==> config.mk <==
export PLATFORM = sky130hd
export DESIGN_NAME = dlf_mac
export DESIGN_NICKNAME = d
export VERILOG_FILES = /design/src/design/deriche_line_filter_core_defines.svh /design/src/design/dlf_pkg.sv /design/src/design/dlf_mac.sv
export SDC_FILE = /design/constraint.sdc
export NUM_CORES = 2
export LEC_CHECK = 0
export BUFFER_PORTS_ARGS = -buffer_cell sky130_fd_sc_hd__buf_2
export CAP_MARGIN = 5
export CORE_ASPECT_RATIO = 1.1
export CORE_MARGIN = 2
export CORE_UTILIZATION = 65
export CTS_CLUSTER_SIZE = 28
export DETAILED_ROUTE_END_ITERATION = 10
export PLACE_DENSITY = 0.82
export SYNTH_ARGS = -nofsm -noshare
export SYNTH_HDL_FRONTEND = slang
export SYNTH_SLANG_ARGS = --single-unit
==> constraint.sdc <==
create_clock -name clock -period 24.7 [get_ports clock]
set_input_delay 3.705 -clock clock [delete_from_list [all_inputs] [get_ports clock]]
set_output_delay 3.705 -clock clock [all_outputs]
set_load 0.01 [all_outputs]
==> src/design/deriche_line_filter_core_defines.svh <==
// assertion macros for the deriche line filter core
`ifndef DERICHE_LINE_FILTER_CORE_DEFINES_SVH
`define DERICHE_LINE_FILTER_CORE_DEFINES_SVH

// same-cycle implication check
`define DLF_ASSERT_SAME(label, clk, rst, ante, cons) \
   label: assert property (@(posedge clk) disable iff (rst) (ante) |-> (cons)) \
      else $error("dlf same-cycle check failed");

// next-cycle implication check
`define DLF_ASSERT_NEXT(label, clk, rst, ante, cons) \
   label: assert property (@(posedge clk) disable iff (rst) (ante) |=> (cons)) \
      else $error("dlf next-cycle check failed");

`endif

==> src/design/dlf_pkg.sv <==
// shared types and constants for the deriche line filter
package dlf_pkg;

   localparam int MAX_LEN_DEF = 64;

   localparam int SAMPLE_W   = 32;
   localparam int COEF_W     = 32;
   localparam int IDX_W      = 6;
   localparam int ERR_W      = 2;
   localparam int CSR_IDX_W  = 3;
   localparam int CSR_DATA_W = 32;
   localparam int PROD_W     = 64;
   localparam int ACC_W      = 66;
   localparam int FRAC_BITS  = 28;

   typedef logic [ERR_W-1:0] err_type;
   localparam err_type ERR_NONE  = 2'd0;
   localparam err_type ERR_SHORT = 2'd1;
   localparam err_type ERR_TRUNC = 2'd2;

   localparam logic [CSR_IDX_W-1:0] REG_FWD_A    = 3'd0;
   localparam logic [CSR_IDX_W-1:0] REG_FWD_B    = 3'd1;
   localparam logic [CSR_IDX_W-1:0] REG_BWD_A    = 3'd2;
   localparam logic [CSR_IDX_W-1:0] REG_BWD_B    = 3'd3;
   localparam logic [CSR_IDX_W-1:0] REG_FB_A     = 3'd4;
   localparam logic [CSR_IDX_W-1:0] REG_FB_B     = 3'd5;
   localparam logic [CSR_IDX_W-1:0] REG_ODD_GAIN = 3'd6;
   localparam logic [CSR_IDX_W-1:0] REG_ODD_MODE = 3'd7;

   // 1.0 in q4.28
   localparam logic signed [COEF_W-1:0] COEF_ONE = 32'sh1000_0000;

   typedef struct packed {
      logic clear;
      logic mul_en;
      logic neg;
   } mac_ctl_type;

endpackage

==> src/design/dlf_mac.sv <==
// shared multiply-accumulate unit with round-half-up and saturation
module dlf_mac (
   input  logic                                   clock,
   input  logic                                   reset,
   input  dlf_pkg::mac_ctl_type                   ctl,
   input  logic signed [dlf_pkg::COEF_W-1:0]      coef,
   input  logic signed [dlf_pkg::SAMPLE_W-1:0]    operand,
   output logic signed [dlf_pkg::SAMPLE_W-1:0]    result
);

   localparam int ACC_W  = dlf_pkg::ACC_W;
   localparam int PROD_W = dlf_pkg::PROD_W;

   localparam logic signed [ACC_W-1:0] RND_HALF =
      ACC_W'(66'd1 << (dlf_pkg::FRAC_BITS - 1));
   localparam logic signed [ACC_W-1:0] SAT_HI = ACC_W'(66'sh7FFF_FFFF);
   localparam logic signed [ACC_W-1:0] SAT_LO = -SAT_HI - ACC_W'(66'sd1);

   logic signed [PROD_W-1:0] prod_ff, prod_in;
   logic                     prod_vld_ff, prod_vld_in;
   logic                     prod_neg_ff, prod_neg_in;
   logic signed [ACC_W-1:0]  acc_ff, acc_in;
   logic signed [ACC_W-1:0]  prod_ext;
   logic signed [ACC_W-1:0]  acc_rnd;
   logic signed [ACC_W-1:0]  acc_shr;

   // stage 1: one 32x32 product
   always_comb begin
      prod_in     = coef * operand;
      prod_vld_in = ctl.mul_en;
      prod_neg_in = ctl.neg;
   end

   // stage 2: exact accumulate
   always_comb begin
      prod_ext = $signed({{(ACC_W-PROD_W){prod_ff[PROD_W-1]}}, prod_ff});
      acc_in   = ctl.clear ? '0 : acc_ff;
      if (prod_vld_ff) begin
         if (prod_neg_ff) begin
            acc_in = acc_ff - prod_ext;
         end else begin
            acc_in = acc_ff + prod_ext;
         end
      end
   end

   always_ff @(posedge clock) begin
      prod_ff     <= prod_in;
      prod_neg_ff <= prod_neg_in;
      acc_ff      <= acc_in;
      if (reset) begin
         prod_vld_ff <= 1'b0;
      end else begin
         prod_vld_ff <= prod_vld_in;
      end
   end

   // round once, halves up, then clamp
   always_comb begin
      acc_rnd = acc_ff + RND_HALF;
      acc_shr = acc_rnd >>> dlf_pkg::FRAC_BITS;
      if (acc_shr > SAT_HI) begin
         result = SAT_HI[dlf_pkg::SAMPLE_W-1:0];
      end else if (acc_shr < SAT_LO) begin
         result = SAT_LO[dlf_pkg::SAMPLE_W-1:0];
      end else begin
         result = acc_shr[dlf_pkg::SAMPLE_W-1:0];
      end
   end

endmodule

# After elaboration in Yosys (flattened, before gate mapping)
# Cells that the tools add are included.
# classes
muxes	5
mul	1
addsub	3
order_cmp	2
reduce_logical	1
# ops
op	n
66-bit two-way mux	3
66-bit by 29-bit adder with 66-bit output (second input constant)	1
66-bit by 64-bit adder with 66-bit output	1
66-bit by 64-bit subtractor with 66-bit output	1
32-bit by 32-bit multiplier with 64-bit output	1
32-bit two-way mux	2
38-bit by 32-bit > comparator with 1-bit output (second input constant)	1
38-bit by 32-bit less-than comparator with 1-bit output (second input constant)	1
2-bit nonzero test	1
# totals
word_cells	16
output_inout_bits	32
ff_bits	132
inputBits	69

# Longest topological paths before layout
# depth
ltp_word	4
mapped_depth	30
depth_no_buf	29

# Worst setup path after synthesis
# Ideal clock, no wire load.
# synth_path
path_kind	input to register
startpoint	input coef[31] (netlist name)
endpoint	register prod_ff[61]
n_path_buf	2
setup_slack_ns	13.537
stages	30
setup_ns	0.072
arrival_ns	11.091
required_time_ns	24.628
path_cell_list	clkbuf_1 nand2_1 inv_1 fa_1 inv_1 fa_1 inv_1 fa_1 fa_1 inv_1 fa_1 inv_1 fa_1 inv_1 fa_1 inv_1 fa_1 ha_1 clkbuf_1 a21o_1 a21o_1 a21oi_1 a21boi_0 o21ai_0 nor2b_1 nor2_1 a41o_1 o21a_1 nor2_1 xnor2_1
# synth_via
elab_chain_len	1
# synth_lines
item	line_no	text
start, declared	dlf_mac.sv:6	input logic signed [dlf_pkg::COEF_W-1:0] coef,
32-bit by 32-bit multiplier with 64-bit output	dlf_mac.sv:29	prod_in = coef * operand;
via prod_in[61]	dlf_mac.sv:19	logic signed [PROD_W-1:0] prod_ff, prod_in;
end signal, assigned	dlf_mac.sv:48	prod_ff <= prod_in;
end, declared	dlf_mac.sv:19	
# The timed path passes the listed nets, and every way through them passes these cells.
# A chain may end at the register's enable or synchronous reset.

# Final worst setup path
# Same ends and word-level chain as after synthesis.

==> results by group <==
Cells and area
  • Area grow syn2layout: 3.29%
  • Most common cell after layout, fill and taps aside: fa_1
  • Fillcell total: 5,437
  • Register area: 3300 um2
  • Layout cell share with drive strength beyond 1: 3.62%
  • Most frequent cells in the layout: fa_1, inv_1, nand2_1
  • Multi-input logic area: 37,600 um2
  • # nets final: 6,282

Worst setup path
  • Slowest cell on the critical path: fa_1
  • Arr. time, crit path: 12,110 ps
  • CP Capture Type: register
  • Kind of start point of the critical path: primary input
  • CP Class: in -> reg
  • Slowest cell delay on critical path: 900 ps
  • Crit path required time: 25,070 ps
  • CP Max Fanout: 32
  • Most frequent CP cell: fa_1

Floorplanning
  • Die Y: 282 um
  • I/O pin total: 101
  • Core Box Area: 69,300 um2
  • Rows: 101
  • Initial Utilization: 66.0%
  • Die W: 257 um
  • Die ar.: 72,400 um2

Yosys
  • Cell variety after synth: 81
  • FFs w/ async S/R, synth: 0%
  • Synth Cell Area: 45,700 um2
  • Syn_area_per_cell: 9.16 um2
  • Mapped Nets: 6,393
  • EDFF count, synth: 66
  • Area leader, netlist: fa_1
  • Post-synthesis sequential area ratio: 7.23%
  • Register bit total from synthesis: 132
  • Post-synth top area share: 47.4%
  • Synth top area cells: fa_1, inv_1, ha_1
  • Gate Count Post-Synth: 4,990
  • Main flop type after synthesis: edfxtp_1
  • YS warnings: 0

Worst hold path
  • Min-Delay Path Class: reg -> reg

Timing
  • Slew @ Worst Pin: 938 ps
  • Maximum clock rate: 0.0852 GHz
  • Fin. Hold Viols: 0
  • Fin Hold WS: 715 ps
  • Max-slew violations: 0
  • Final worst setup slack: 12,960 ps
  • Count of final setup violators: 0
  • Min Tclk post-route: 11,740 ps
  • Worst Skew: 9.94 ps
  • Setup TNS: 0 ps
  • Period Utilization, post-route: 47.5%
  • Rel. slew slack: 37.4%
  • RSZ-0062 raised after global routing: false

Global route
  • Initial antenna violation count: 9
  • Largest net degree at the start of global routing: 68
  • Total GRT Usage: 32.3%
  • First-pass GRT wire length: 185 mm
  • Grt ovf: 0
  • Vias in the first global route: 36.8k

CTS
  • Clock Tree Root: clkbuf_16
  • Htree depth: 4
  • Clock buffer depth: 2
  • Post-CTS Setup Inserts: 0
  • # resized after CTS: 0
  • TritonCTS clock tree: yes
  • Clk_lat worst skew: 440 ps
  • TritonCTS Buffers: 17
  • Clock transition at path regs: 60 ps
  • # clock sinks: 132
  • # hold bufs at CTS: 0

Placement
  • Post-DP HPWL: 90.1 mm
  • PortBufs: 100
  • Routability cong.: 0.954
  • Dpl ws: 12,520 ps

Route
  • Final ANT Viol Nets: 0
  • Vias: 33.9k
  • Wire per inst: 19.2 um
  • Post-route DRC violation count: 0
  • Drt first-iter violations: 2,267
  • Via density: 5.82
  • Total wire length: 112 mm
  • First drt pass iteration count: 6

Flow run
  • # Max-Cap Violations: 0

Run status
  • Outcome: finished clean
[per-layer routing]
metal / up-vias / wire length, um / track usage [%]
li1: 14800 / - / -
met1: 17300 / 39400 / 37.9
met2: 1425 / 58200 / 58.0
met3: 399 / 7070 / 4.17
met4: 4 / 7310 / 17.6
met5: - / 28 / 0
[synth_stat cells (all sizes together), types with 7 or more instances]
| library cell | n |
|---|---|
| nand2 | 594 |
| or4 | 7 |
| xnor2 | 154 |
| dfxtp | 66 |
| a211oi | 18 |
| inv | 1029 |
| a31oi | 24 |
| o31ai | 9 |
| or3 | 8 |
| nor3 | 33 |
| edfxtp | 66 |
| buf | 9 |
| nand3 | 41 |
| and3 | 20 |
| o21bai | 21 |
| and4 | 9 |
| nand4 | 29 |
| nor4 | 13 |
| nand2b | 27 |
| a21o | 81 |
| o21a | 11 |
| ha | 251 |
| nor2 | 170 |
| xor2 | 62 |
| and2 | 499 |
| clkbuf | 238 |
| a211o | 9 |
| a21oi | 163 |
| fa | 1083 |
| o21ai | 115 |
| nor2b | 45 |
[layout make-up]
cell class              count  area share, %
repair buffers            117           1.33
multi-input cells        3582           79.7
diodes                      6         0.0318
clock buffers              25           1.23
clock inverters             7          0.103
flip-flops and latches    132           7.00
inverters                1029           8.18
well taps                 927           2.46
[logic make-up (layout without fill, tap and decap cells)]
family | after synthesis | in the layout | share of synthesized area (%)
xor+xnor | 216 | 216 | 4.14
simple gates | 1521 | 1521 | 16.7
mux | 5 | 5 | 0.115
compound gates | 506 | 506 | 7.01
fa+ha+maj | 1334 | 1334 | 54.3
other cells | 0 | 6 | 0
buf+inv | 1276 | 1178 | 10.5
flops | 132 | 132 | 7.23
[critical path, delay by kind of cell]
| kind | cells | cell delay, ps |
|---|---|---|
| compound gates | 7 | 1240 |
| xor+xnor | 1 | 120 |
| fa+ha+maj | 9 | 4780 |
| buf+inv | 8 | 1630 |
| simple gates | 4 | 580 |
[sequential cells by signal, indices dropped and copies added, names as in the netlist]
| name | cells |
|---|---|
| acc_ff | 66 |
| prod_neg_ff | 1 |
| prod_ff | 64 |
| prod_vld_ff | 1 |
[stage by stage]
step | utilization [%] | std cells | instance area, um2
finish | 68.2 | 5825 | 47200
floorplan | - | 4990 | 45700
global placement | 67.2 | 5787 | 46500
global route | 68.1 | 5824 | 47200
CTS | 68.1 | 5819 | 47200
detailed placement | 67.2 | 5787 | 46500
[path summary, 6_finish.rpt]
path / from / end / slack, ps / cells after the start
setup / recovery: coef[31] / prod_ff[61] / 12960 / 29
hold / removal: acc_ff[0] / acc_ff[0] / 720 / 3
setup reg to reg: prod_ff[9] / acc_ff[64] / 18910 / 19
hold reg to reg: acc_ff[0] / acc_ff[0] / 720 / 3
Power is left out: the tool's default activity adds up to more than one toggle a clock period on the data nets, which glitch-free logic cannot reach.
